`src/rtl/core/uuid_hex_string_parser_top_assert.svh`:
```
// Assertion macros for the UUID string parser, empty when synthesized.
`ifndef UUID_HEX_STRING_PARSER_TOP_ASSERT_SVH
`define UUID_HEX_STRING_PARSER_TOP_ASSERT_SVH
`ifndef SYNTHESIS
// Check prop at every rising clock edge outside reset.
`define UHSP_ASSERT(label, prop, msg) \
    label: assert property (@(posedge clk) disable iff (!rst_n) (prop)) else $error(msg);
// Check that cons holds in the cycle after ante.
`define UHSP_ASSERT_NEXT(label, ante, cons, msg) \
    label: assert property (@(posedge clk) disable iff (!rst_n) (ante) |=> (cons)) \
        else $error(msg);
`else
`define UHSP_ASSERT(label, prop, msg)
`define UHSP_ASSERT_NEXT(label, ante, cons, msg)
`endif
`endif

```
`src/rtl/core/uhsp_pkg.sv`:
```
// Types, constants and the hex decoder of the UUID string parser.
package uhsp_pkg;

    typedef struct packed {
        logic [7:0] char_code;
        logic       last;
    } char_t;

    typedef struct packed {
        logic [63:0] uuid_high;
        logic [63:0] uuid_low;
        logic [1:0]  size_code;
    } uuid_t;

    localparam logic [1:0] SIZE_INVALID = 2'd0;
    localparam logic [1:0] SIZE_16      = 2'd1;
    localparam logic [1:0] SIZE_32      = 2'd2;
    localparam logic [1:0] SIZE_128     = 2'd3;

    localparam logic [31:0] BASE_HIGH_TAIL = 32'h0000_1000;
    localparam logic [63:0] BASE_LOW       = 64'h8000_0080_5F9B_34FB;

    localparam logic [4:0] NIBBLE_BAD = 5'h10;

    localparam logic [5:0] LEN_SHORT  = 6'd4;
    localparam logic [5:0] LEN_MEDIUM = 6'd8;
    localparam logic [5:0] LEN_FULL   = 6'd32;
    localparam logic [5:0] LEN_DASHED = 6'd36;
    localparam logic [5:0] COUNT_MAX  = 6'd63;
    localparam logic [4:0] BYTES_FULL = 5'd16;

    localparam logic [7:0] CHAR_ZERO    = 8'h30;
    localparam logic [7:0] CHAR_NINE    = 8'h39;
    localparam logic [7:0] CHAR_LOWER_A = 8'h61;
    localparam logic [7:0] CHAR_LOWER_F = 8'h66;
    localparam logic [7:0] CHAR_UPPER_A = 8'h41;
    localparam logic [7:0] CHAR_UPPER_F = 8'h46;
    localparam logic [7:0] CHAR_LOWER_X = 8'h78;
    localparam logic [7:0] CHAR_UPPER_X = 8'h58;
    localparam logic [7:0] CHAR_DASH    = 8'h2D;

    // Bit 4 set marks a character that is not a hex digit.
    function automatic logic [4:0] decode_nibble(input logic [7:0] c);
        logic [7:0] d;
        d = 8'h00;
        if (c >= CHAR_ZERO && c <= CHAR_NINE)
        begin
            d = c - CHAR_ZERO;
            return {1'b0, d[3:0]};
        end
        else if (c >= CHAR_LOWER_A && c <= CHAR_LOWER_F)
        begin
            d = c - CHAR_LOWER_A + 8'd10;
            return {1'b0, d[3:0]};
        end
        else if (c >= CHAR_UPPER_A && c <= CHAR_UPPER_F)
        begin
            d = c - CHAR_UPPER_A + 8'd10;
            return {1'b0, d[3:0]};
        end
        return NIBBLE_BAD;
    endfunction

endpackage

```
`src/rtl/core/uuid_hex_string_parser_top.sv`:
```
// UUID string parser: ASCII characters in, one 128-bit UUID and size code per string out.
//
// Usage:
//   char channel: one ASCII character per transaction in char_data.char_code,
//   char_data.last set on the final character of a string.
//   uuid channel: one transaction per string, carrying uuid_high, uuid_low
//   and size_code (zero value and size code 0 for an invalid string).
//   A leading 0x or 0X is stripped; 4 and 8 digit forms land in the base UUID.
//   Data path: a character is held in the input register; the result of a final
//   character is loaded into the output register once it is free, raising uuid_valid.
//   Throughput: one character per cycle, set by the single decode and shift update
//   between the input register and the parser state; a final character is held back
//   while the output register is still full.
//   Reset clears the parser state and both valid flags; the next character
//   starts a new string. A string is also restarted after each result.
//   When the receiver stalls, the result holds; characters that are not
//   final keep flowing, and a final character waits in the input register
//   until the output register is free.
module uuid_hex_string_parser_top (
    input  logic           clk,
    input  logic           rst_n,
    input  logic           char_valid,
    output logic           char_ready,
    input  uhsp_pkg::char_t char_data,
    output logic           uuid_valid,
    input  logic           uuid_ready,
    output uhsp_pkg::uuid_t uuid_data
);
    import uhsp_pkg::*;

    `include "uuid_hex_string_parser_top_assert.svh"

    // input register
    logic        s1_valid_reg;
    char_t       s1_data_reg;

    // parser state
    logic [5:0]   char_count_reg,     char_count_next;
    logic         zero_first_reg,     zero_first_next;
    logic [127:0] plain_value_reg,    plain_value_next;
    logic         plain_error_reg,    plain_error_next;
    logic [127:0] dashed_value_reg,   dashed_value_next;
    logic [4:0]   dashed_bytes_reg,   dashed_bytes_next;
    logic [4:0]   pending_nibble_reg, pending_nibble_next;
    logic         dashed_error_reg,   dashed_error_next;

    // output register
    logic        out_valid_reg;
    uuid_t       out_data_reg;
    uuid_t       result;

    logic        out_free;
    logic        s1_go;
    logic [7:0]  c;
    logic [4:0]  n;
    logic [3:0]  n_clean;
    logic        clear;
    logic [5:0]  cc_upd;
    logic        zf_upd;
    logic [127:0] pv_upd;
    logic        pe_upd;
    logic [127:0] dv_upd;
    logic [4:0]  db_upd;
    logic [4:0]  pn_upd;
    logic        de_upd;
    logic [5:0]  eff;

    assign out_free   = !out_valid_reg || uuid_ready;
    assign s1_go      = s1_valid_reg && (!s1_data_reg.last || out_free);
    assign char_ready = !s1_valid_reg || s1_go;
    assign uuid_valid = out_valid_reg;
    assign uuid_data  = out_data_reg;

    assign c       = s1_data_reg.char_code;
    assign n       = decode_nibble(c);
    assign n_clean = n[4] ? 4'h0 : n[3:0];

    always_comb
    begin
        zf_upd = zero_first_reg;
        if (char_count_reg == 6'd0)
        begin
            zf_upd = (c == CHAR_ZERO);
        end
        else if (char_count_reg == 6'd1)
        begin
            zf_upd = zero_first_reg && (c == CHAR_LOWER_X || c == CHAR_UPPER_X);
        end
        clear = (char_count_reg == 6'd1) && zf_upd;

        pv_upd = plain_value_reg;
        pe_upd = plain_error_reg;
        dv_upd = dashed_value_reg;
        db_upd = dashed_bytes_reg;
        pn_upd = pending_nibble_reg;
        de_upd = dashed_error_reg;

        if (clear)
        begin
            pv_upd = '0;
            pe_upd = 1'b0;
            dv_upd = '0;
            db_upd = '0;
            pn_upd = '0;
            de_upd = 1'b0;
        end
        else
        begin
            pv_upd = {plain_value_reg[123:0], n_clean};
            pe_upd = plain_error_reg || n[4];
            // dashed reader: pairs of nibbles, dashes allowed between pairs
            if (!dashed_error_reg && dashed_bytes_reg < BYTES_FULL)
            begin
                if (!pending_nibble_reg[4])
                begin
                    if (c == CHAR_DASH)
                    begin
                        pn_upd = pending_nibble_reg;
                    end
                    else if (n[4])
                    begin
                        de_upd = 1'b1;
                    end
                    else
                    begin
                        pn_upd = {1'b1, n[3:0]};
                    end
                end
                else if (n[4])
                begin
                    de_upd = 1'b1;
                end
                else
                begin
                    dv_upd = {dashed_value_reg[119:0], pending_nibble_reg[3:0], n[3:0]};
                    db_upd = dashed_bytes_reg + 5'd1;
                    pn_upd = '0;
                end
            end
        end

        cc_upd = (char_count_reg < COUNT_MAX) ? char_count_reg + 6'd1 : char_count_reg;
        eff    = (cc_upd >= 6'd2 && zf_upd) ? cc_upd - 6'd2 : cc_upd;

        result = '0;
        priority if (eff == LEN_SHORT && !pe_upd)
        begin
            result.uuid_high = {16'h0000, pv_upd[15:0], BASE_HIGH_TAIL};
            result.uuid_low  = BASE_LOW;
            result.size_code = SIZE_16;
        end
        else if (eff == LEN_MEDIUM && !pe_upd)
        begin
            result.uuid_high = {pv_upd[31:0], BASE_HIGH_TAIL};
            result.uuid_low  = BASE_LOW;
            result.size_code = SIZE_32;
        end
        else if (eff == LEN_FULL && !pe_upd)
        begin
            result.uuid_high = pv_upd[127:64];
            result.uuid_low  = pv_upd[63:0];
            result.size_code = SIZE_128;
        end
        else if (eff == LEN_DASHED && !de_upd && db_upd == BYTES_FULL)
        begin
            result.uuid_high = dv_upd[127:64];
            result.uuid_low  = dv_upd[63:0];
            result.size_code = SIZE_128;
        end
        else
        begin
            result = '0;
        end

        char_count_next     = char_count_reg;
        zero_first_next     = zero_first_reg;
        plain_value_next    = plain_value_reg;
        plain_error_next    = plain_error_reg;
        dashed_value_next   = dashed_value_reg;
        dashed_bytes_next   = dashed_bytes_reg;
        pending_nibble_next = pending_nibble_reg;
        dashed_error_next   = dashed_error_reg;
        if (s1_go)
        begin
            if (s1_data_reg.last)
            begin
                // string done: restart
                char_count_next     = '0;
                zero_first_next     = 1'b0;
                plain_value_next    = '0;
                plain_error_next    = 1'b0;
                dashed_value_next   = '0;
                dashed_bytes_next   = '0;
                pending_nibble_next = '0;
                dashed_error_next   = 1'b0;
            end
            else
            begin
                char_count_next     = cc_upd;
                zero_first_next     = zf_upd;
                plain_value_next    = pv_upd;
                plain_error_next    = pe_upd;
                dashed_value_next   = dv_upd;
                dashed_bytes_next   = db_upd;
                pending_nibble_next = pn_upd;
                dashed_error_next   = de_upd;
            end
        end
    end

    always_ff @(posedge clk or negedge rst_n)
    begin
        if (!rst_n)
        begin
            s1_valid_reg       <= 1'b0;
            out_valid_reg      <= 1'b0;
            char_count_reg     <= '0;
            zero_first_reg     <= 1'b0;
            plain_value_reg    <= '0;
            plain_error_reg    <= 1'b0;
            dashed_value_reg   <= '0;
            dashed_bytes_reg   <= '0;
            pending_nibble_reg <= '0;
            dashed_error_reg   <= 1'b0;
        end
        else
        begin
            if (char_ready)
            begin
                s1_valid_reg <= char_valid;
            end
            if (s1_go && s1_data_reg.last)
            begin
                out_valid_reg <= 1'b1;
            end
            else if (uuid_ready)
            begin
                out_valid_reg <= 1'b0;
            end
            char_count_reg     <= char_count_next;
            zero_first_reg     <= zero_first_next;
            plain_value_reg    <= plain_value_next;
            plain_error_reg    <= plain_error_next;
            dashed_value_reg   <= dashed_value_next;
            dashed_bytes_reg   <= dashed_bytes_next;
            pending_nibble_reg <= pending_nibble_next;
            dashed_error_reg   <= dashed_error_next;
        end
    end

    always_ff @(posedge clk)
    begin
        if (char_ready && char_valid)
        begin
            s1_data_reg <= char_data;
        end
        if (s1_go && s1_data_reg.last)
        begin
            out_data_reg <= result;
        end
    end

    `UHSP_ASSERT(a_bytes_bound, dashed_bytes_reg <= BYTES_FULL, "dashed byte count past 16")
    `UHSP_ASSERT(a_invalid_zero,
        !out_valid_reg || out_data_reg.size_code != SIZE_INVALID ||
        (out_data_reg.uuid_high == 64'd0 && out_data_reg.uuid_low == 64'd0),
        "invalid result carries a nonzero value")
    `UHSP_ASSERT_NEXT(a_restart, s1_go && s1_data_reg.last,
        char_count_reg == 6'd0 && !dashed_error_reg && !plain_error_reg && out_valid_reg,
        "state not restarted after final character")
    `UHSP_ASSERT(a_ready_when_empty, out_valid_reg || char_ready,
        "input stalled with empty output register")

endmodule

```
`config.mk`:
```
export PLATFORM = sky130hd
export DESIGN_NAME = uuid_hex_string_parser_top
export DESIGN_NICKNAME = d
export VERILOG_FILES = /design/src/rtl/core/uhsp_pkg.sv /design/src/rtl/core/uuid_hex_string_parser_top.sv
export VERILOG_INCLUDE_DIRS = /design/src /design/src/rtl/core
export SDC_FILE = /design/constraint.sdc
export NUM_CORES = 1
export LEC_CHECK = 0
export ABC_AREA = 1
export BUFFER_PORTS_ARGS = -buffer_cell sky130_fd_sc_hd__clkbuf_2
export CORE_UTILIZATION = 59
export CTS_CLUSTER_SIZE = 40
export DETAILED_ROUTE_END_ITERATION = 10
export GPL_ROUTABILITY_DRIVEN = 0
export GPL_TIMING_DRIVEN = 0
export PLACE_DENSITY = 0.79
export SYNTH_ARGS = -nofsm -noshare
export SYNTH_HDL_FRONTEND = slang
export SYNTH_SLANG_ARGS = --single-unit
```
`constraint.sdc`:
```
create_clock -name clk -period 8.5 [get_ports clk]
set_input_delay 0.85 -clock clk [delete_from_list [all_inputs] [get_ports clk]]
set_output_delay 0.85 -clock clk [all_outputs]
set_load 0.01 [all_outputs]
```
==> metrics, run 1 <==
die width=between 150 and 200 um; largest family of logic cells by synthesized area=compound AO/OA/AOI/OAI gates; FP Rows=64; Die Area=about 32000 sq um; XOR/XNOR share of the synthesized area=0.002341; post-synth cell types=32; global-route wire length before repair=about 84 mm; Hold WS=between 0.3 and 0.4 ns; switch share=0.2485; DP HPWL=~37 mm; most common cell after layout, fill and taps aside=inv_1; WP data arrival=4.27 ns; global route overflow=0; hold bufs inserted after CTS=0; mux share of post-synthesis cell area=0; Peak Freq=0.2550 GHz; sw power=~1.1 mW; P&R area growth vs syn=14.21%; crit end category=register; asr flop ratio synth=0.6626; Synth Area in Adders=0.005351; flops & latches, synth=roughly 410; Power Total=roughly 4.3 mW; maxcap violations=0; Crit Path Class=reg2reg; initial antenna violation count=0; hold crit path type=in2async; register area share after synthesis=0.5884; worst reg2reg setup slack=about 4.6 ns; root buf cell=clkbuf_16; YS warnings=0; synthesized area=between 15000 and 20000 sq um; largest net degree at the start of global routing=106; vias in the first global route=15426; synthesized instance count=slightly below 2000; Clock Sink Count=just over 400; Ports=approximately 150; Post-Syn Nets=between 1500 and 2000; final setup fails=0; Fillers=approximately 2300; Worst Clk Skew=approximately 0.023 ns; reg2reg end=uuid_data[110]$_DFFE_PP_; # resized after CTS=0; Synth top area share=0.3652; routed len/inst=roughly 21 um; leak pwr=slightly below 10 nW; Port Buffers=144; cts bufs inserted=42; Clock Path Buffers=3; Post-Synth Simple-Gate Area=0.1174; final hold violations=0; Avg Inst Size Synth=about 9.5 sq um; post-CTS setup buffers=0; Initial Util=0.6052; Worst Reg-to-Reg Cells=17; met3 usage=0.07255; area of the core=roughly 31000 sq um; # diodes=0; Final ANT Viol Nets=0; met1 Resource Use GR=0.4566; Vias=roughly 16000; Power Density=201.3 nW/um^2; maximum VDD drop=0.1575 mV; layer carrying the most global-route usage=met2; Crit Path Max Fanout=10; remaining routing DRC violations=0; Synth Area in Compound Gates=0.1890; Rel. slew slack=0.3248; most frequent cells in the layout=318 x inv_1, 316 x o22ai_1, 273 x dfrtp_1, 269 x nand2_1, 143 x clkbuf_2; final WL=around 54 mm; status=complete, no violations; sequential fraction of design power=0.495; Reg2Reg Launch Point=char_count_reg[0]$_DFFE_PN0P_; slew of the pin with the lowest slew margin=between 1 and 1.5 ns; RSZ-0062 raised after global routing=false; clk_lat worst skew=0.56 ns; Placement Setup Slack=4.798 ns; logic gate share of total power=0.080; P_int=around 3.2 mW; share of cells above drive strength 1=0.1243; clock share of power=0.426; Post-synth EDFFs=139; Overall Global Routing Usage=0.3322; htree depth=2; max FFs per register=130; # nets final=about 2200; GR Util met2=0.5032; 1st-iter DRT viols=about 2200; top_reg_cell synth=dfrtp_1; Worst Setup Start Kind=register; clk slew on worst S/H paths=0.06 ns; Final Cycle Share=0.4614; vias per cell=~6.2; CTS tree=built; Worst EP required=between 8 and 9 ns; setup TNS=0 ns; largest area contributor in the netlist=dfrtp_1; Initial DRT Pass Iterations=6; die height=between 150 and 200 um; fin worst setup slack=4.578 ns; max-slew violations=0; Area contributors post-synth=dfrtp_1 37%, edfxtp_1 22%, o22ai_1 11%, inv_1 6.4%, nand2_1 5.4%; minimum clock period after layout=3.922 ns
kinds of logic after synthesis:
group / Yosys count
AOI/OAI and AO/OA: 563
and+or+nand+nor: 506
buffers and inverters: 471
DFF: 412
adders and majority gates: 8
xor gates and xnor gates: 5
stage by stage:
stage / area (sq um) / util / std cells
after floorplan: 18710 / - / 1965
after global placement: 19920 / 0.6445 / 2505
after detailed placement: 20020 / 0.6476 / 2508
after CTS: 21360 / 0.6912 / 2585
after global routing: 21360 / 0.6912 / 2585
final: 21360 / 0.6912 / 2585
cells in the mapped netlist, types with 4 or more instances:
master	count
buf_2	19
o21ai_1	11
nand3_2	7
inv_1	319
nor2_2	4
edfxtp_1	139
clkbuf_1	109
nand2_1	269
buf_1	8
inv_2	7
o211ai_1	126
nand3_1	41
nand4_1	38
a21oi_1	56
o21ai_0	52
nand2_2	6
nor2_4	6
xor2_1	4
o22ai_1	316
nor2_1	127
ha_1	8
dfrtp_1	273
layout make-up:
cell class | instances | area (sq um) | share of cell area
clock buffers | 56 | 1176 | 0.05505
inverters | 329 | 1240 | 0.05804
clock inverters | 21 | 170.2 | 0.007965
well taps | 396 | 495.5 | 0.02319
plain buffers | 142 | 590.6 | 0.02764
repair buffers | 147 | 812.0 | 0.03801
multi-input cells | 1082 | 5874 | 0.2750
flip-flops and latches | 412 | 11010 | 0.5151
worst max path at each step:
stage,end,start,slack (ns)
after global routing,uuid_data[110]$_DFFE_PP_,char_count_reg[0]$_DFFE_PN0P_,4.37
final,uuid_data[110]$_DFFE_PP_,char_count_reg[0]$_DFFE_PN0P_,4.58
after global placement,dashed_value_reg[37]$_DFFE_PN0P_,rst_n,0.86
after CTS,uuid_data[110]$_DFFE_PP_,char_count_reg[0]$_DFFE_PN0P_,4.72
after floorplan,uuid_data[0]$_SDFFCE_PP1P_,uuid_ready,3.83
after detailed placement,uuid_data[110]$_DFFE_PP_,char_count_reg[0]$_DFFE_PN0P_,4.80
per-layer routing:
layer / vias up / wire (um)
met2: 955 / 24310
met3: 202 / 5464
met4: 0 / 2857
met5: - / 0
met1: 7771 / 21160
li1: 7225 / -
worst max-delay path, stage by stage (launching register included):
cell and delay [ns]:
dfrtp_1 0.44, ha_1 0.23, nand3_2 0.14, nor2_4 0.21, nand2_1 0.10, o21ai_2 0.12
ha_1 0.28, nand3_1 0.10, nand2_1 0.09, nand2_1 0.07, nand2_1 0.08, nand2_1 0.10
nor2_4 0.24, nand3_2 0.47, clkbuf_1 0.53, nor2_1 0.21, nor2_1 0.06, a21oi_1 0.24
power groups by stage:
| stage | clock network (mW) | registers, mW | logic (mW) |
|---|---|---|---|
| 2_1_floorplan | 0 | 2.18 | 0.190 |
| 3_5_place_dp | 0 | 2.16 | 0.332 |
| 3_3_place_gp | 0 | 2.17 | 0.317 |
| 6_report | 1.83 | 2.13 | 0.342 |
| 4_1_cts | 1.83 | 2.13 | 0.336 |
| 5_1_grt | 1.91 | 2.13 | 0.371 |
(Power assumes the default switching activity.)
==> inputs of run 2 (changes only) <==
- ABC_AREA: 1 -> 0
- CORE_UTILIZATION: 59 -> 54
- PLACE_DENSITY: 0.79 -> 0.76
- clock period: 8.5 -> 3.36 ns (I/O delays scaled with it)
==> metrics, run 2 <==
Crit Path Max Fanout=5 (-5); Post-synth EDFFs=139 (unchanged); Placement Setup Slack=-1.188 ns (-5.986 ns); Power Total=11.11 mW (+160%); Peak Freq=0.2890 GHz (+13%); placed cells=2149 (-14%); Clock Path Buffers=3 (unchanged); P&R area growth vs syn=21.83%; Overall Global Routing Usage=0.2994 (-0.03276); multi-input gate area in the final layout=6887 sq um (+17%); max-slew violations=0 (unchanged); Area after DPL=19400 sq um (-3.1%); minimum clock period after layout=3.460 ns (-0.4614 ns); Area contributors post-synth=dfrtp_1 38%, edfxtp_1 23%, a22o_1 14%, nand2_1 6.5%, a21oi_1 2.7%; flops & latches, synth=412 (unchanged); vias in the first global route=13670 (-11%); Crit. Startpoint=char_count_reg[1]$_DFFE_PN0P_; top_reg_cell synth=dfrtp_1; Reg2Reg Launch Point=char_count_reg[1]$_DFFE_PN0P_; FP Rows=66 (+3.1%); Initial Util=0.5515 (-0.05370); area of the core=32700 sq um (+5.8%); leak pwr=9.452 nW (-2.2%); Fillers=2401 (+3.1%); CTS tree=built; RSZ-0062 raised after global routing=true; DP HPWL=34.14 mm (-8.1%); initial antenna violation count=1 (+1); fin worst setup slack=-0.1005 ns (-4.679 ns); largest area contributor in the netlist=dfrtp_1; fin cells=2275 (-12%); Crit Path Class=reg2reg; CP Capture Point=uuid_data[128]$_SDFFCE_PP0P_; final setup fails=16 (+16); final hold violations=0 (unchanged); synthesized instance count=1560 (-21%); clk_lat worst skew=0.55 ns (about the same); root buf cell=clkbuf_16; Final Cycle Share=1.030 (+0.5685); routed len/inst=22.68 um (+9.0%); Worst Reg-to-Reg Cells=16 (-1); max FFs per register=130 (unchanged); Power Density=505.6 nW/um^2 (+150%); Avg Inst Size Synth=11.56 sq um (+21%); register area=11010 sq um (about the same); worst reg2reg setup slack=-0.10 ns (-4.68 ns); most common cell after layout, fill and taps aside=nand2_1; share of cells above drive strength 1=0.2108 (+0.08656); Design Area, Final=21970 sq um (+2.8%); final WL=51.59 mm (-4.1%); largest net degree at the start of global routing=107 (+0.94%); failing checks=setup timing; maxcap violations=0 (unchanged); count leader, synth=nand2_1; setup TNS=-0.4754 ns (-0.4754 ns); status=finished with violations; Synth top area share=0.3788 (+0.01361); clk slew on worst S/H paths=0.06 ns (about the same); Worst EP required=3.70 ns (-5.15 ns); Worst Clk Skew=0.02357 ns (+0.0004467 ns); # nets final=1818 (-16%); asr flop ratio synth=0.6626 (unchanged); slew of the pin with the lowest slew margin=0.8804 ns (-0.1325 ns); Rel. slew slack=0.4099 (+0.08512); Die Area=34130 sq um (+5.3%); global route overflow=0 (unchanged); WP data arrival=3.80 ns (-0.47 ns); maximum VDD drop=0.3476 mV (+120%); die height=184.7 um (+2.6%); remaining routing DRC violations=0 (unchanged); most frequent cells in the layout=312 x nand2_1, 293 x a22o_1, 271 x dfrtp_1, 165 x clkbuf_2, 139 x edfxtp_1; post-synth cell types=66 (+110%); final core utilization=0.6719 (-0.01931); htree depth=2 (unchanged); Ports=145 (unchanged); Worst Setup Start Kind=register; hold crit path type=in2reg; synthesized area=18030 sq um (-3.6%); vias per cell=6.380 (+2.1%); Initial DRT Pass Iterations=6 (unchanged); top cells by count, synth=313 x nand2_1, 293 x a22o_1, 273 x dfrtp_1; Final ANT Viol Nets=0 (unchanged); reg2reg end=uuid_data[128]$_SDFFCE_PP0P_; cts bufs inserted=43 (+2.4%); Clock Sink Count=412 (unchanged); Post-Syn Nets=1581 (-20%); Hold WS=0.1932 ns (-0.1184 ns); register area share after synthesis=0.6103 (+0.02192); die width=184.7 um (+2.6%); global-route wire length before repair=77.67 mm (-7.3%); Vias=14514 (-10%); YS warnings=0 (unchanged); Port Buffers=144 (unchanged); 1st-iter DRT viols=1876 (-13%); crit end category=register
## run 2: changes by cell type after synthesis, moves of 43 or more
| cell | delta |
|---|---|
| o211ai_1 | -101 |
| nand2_1 | +44 |
| nor2_1 | -112 |
| a22o_1 | +293 |
| o22ai_1 | -313 |
| inv_1 | -308 |
| a21oi_1 | +43 |
## run 2: worst min-delay path by stage
stage                                      start                                 to  slack (ns)  depth (start not counted)
5_1_grt                               uuid_ready           s1_valid_reg$_DFFE_PN0N_        0.21                          4
3_5_place_dp                               rst_n  pending_nibble_reg[1]$_DFFE_PN0P_        0.41                          1
2_1_floorplan                              rst_n      char_count_reg[0]$_DFFE_PN0P_        0.04                          0
3_3_place_gp   pending_nibble_reg[0]$_DFFE_PN0P_  pending_nibble_reg[0]$_DFFE_PN0P_        0.47                          2
6_report                              uuid_ready           s1_valid_reg$_DFFE_PN0N_        0.19                          4
4_1_cts                               uuid_ready           s1_valid_reg$_DFFE_PN0N_        0.17                          4
## run 2: per-layer routing
layer | track usage | wire length, um
met3 | 0.06501 | 5053
met1 | 0.4219 | 20750
met2 | 0.4563 | 23820
met5 | 0 | 0
met4 | 0.1124 | 1965
## run 2: worst max-delay path, stage by stage (launching register included)
cell	delay, ns
dfrtp_2	0.45
ha_4	0.19
and4_1	0.21
buf_6	0.12
nand2_4	0.10
mux2i_4	0.27
ha_4	0.16
buf_6	0.10
xnor2_2	0.09
nand4_1	0.15
a221oi_2	0.35
nor4b_4	0.27
buf_4	0.17
buf_12	0.14
buf_8	0.13
a221oi_1	0.08
a211oi_1	0.27
## run 2: kinds of logic (layout without fill, tap and decap cells)
kind of cell | count (synthesis) | count (layout) | synth area share
AO/OA/AOI/OAI | 557 | 557 | 0.2340
XOR/XNOR | 11 | 11 | 0.005343
adder cells (fa/ha/maj) | 8 | 8 | 0.005551
buffers and inverters | 147 | 418 | 0.03337
flip-flops | 412 | 412 | 0.6103
multiplexers | 31 | 31 | 0.01728
other | 0 | 2 | 0
AND/OR/NAND/NOR | 394 | 394 | 0.09415
## run 2: power by group
part | switching (mW) | internal [mW]
logic | 0.552 | 0.290
registers | 0.0457 | 5.29
clock network | 1.96 | 2.97
## run 2: final cells by class
| cell class | instances | area share |
|---|---|---|
| timing repair buffer | 192 | 0.05587 |
| sequential | 412 | 0.5010 |
| clock buffer | 61 | 0.05678 |
| antenna | 2 | 0.0002278 |
| multi-input combinational | 1001 | 0.3134 |
| tap | 442 | 0.02517 |
| clock inverter | 18 | 0.009795 |
| inverter | 11 | 0.001879 |
| buffer | 136 | 0.03582 |
## run 2: repair_timing
item / 4_1_cts / 5_1_grt
buffers inserted: 12 / 18
resized for setup: 122 / 89
setup endpoints to repair: 279 / 179
pin swaps: 17 / 19
endpoints found under the hold margin: 83 / 0
hold buffers: 11 / 0
cloned: 0 / 4
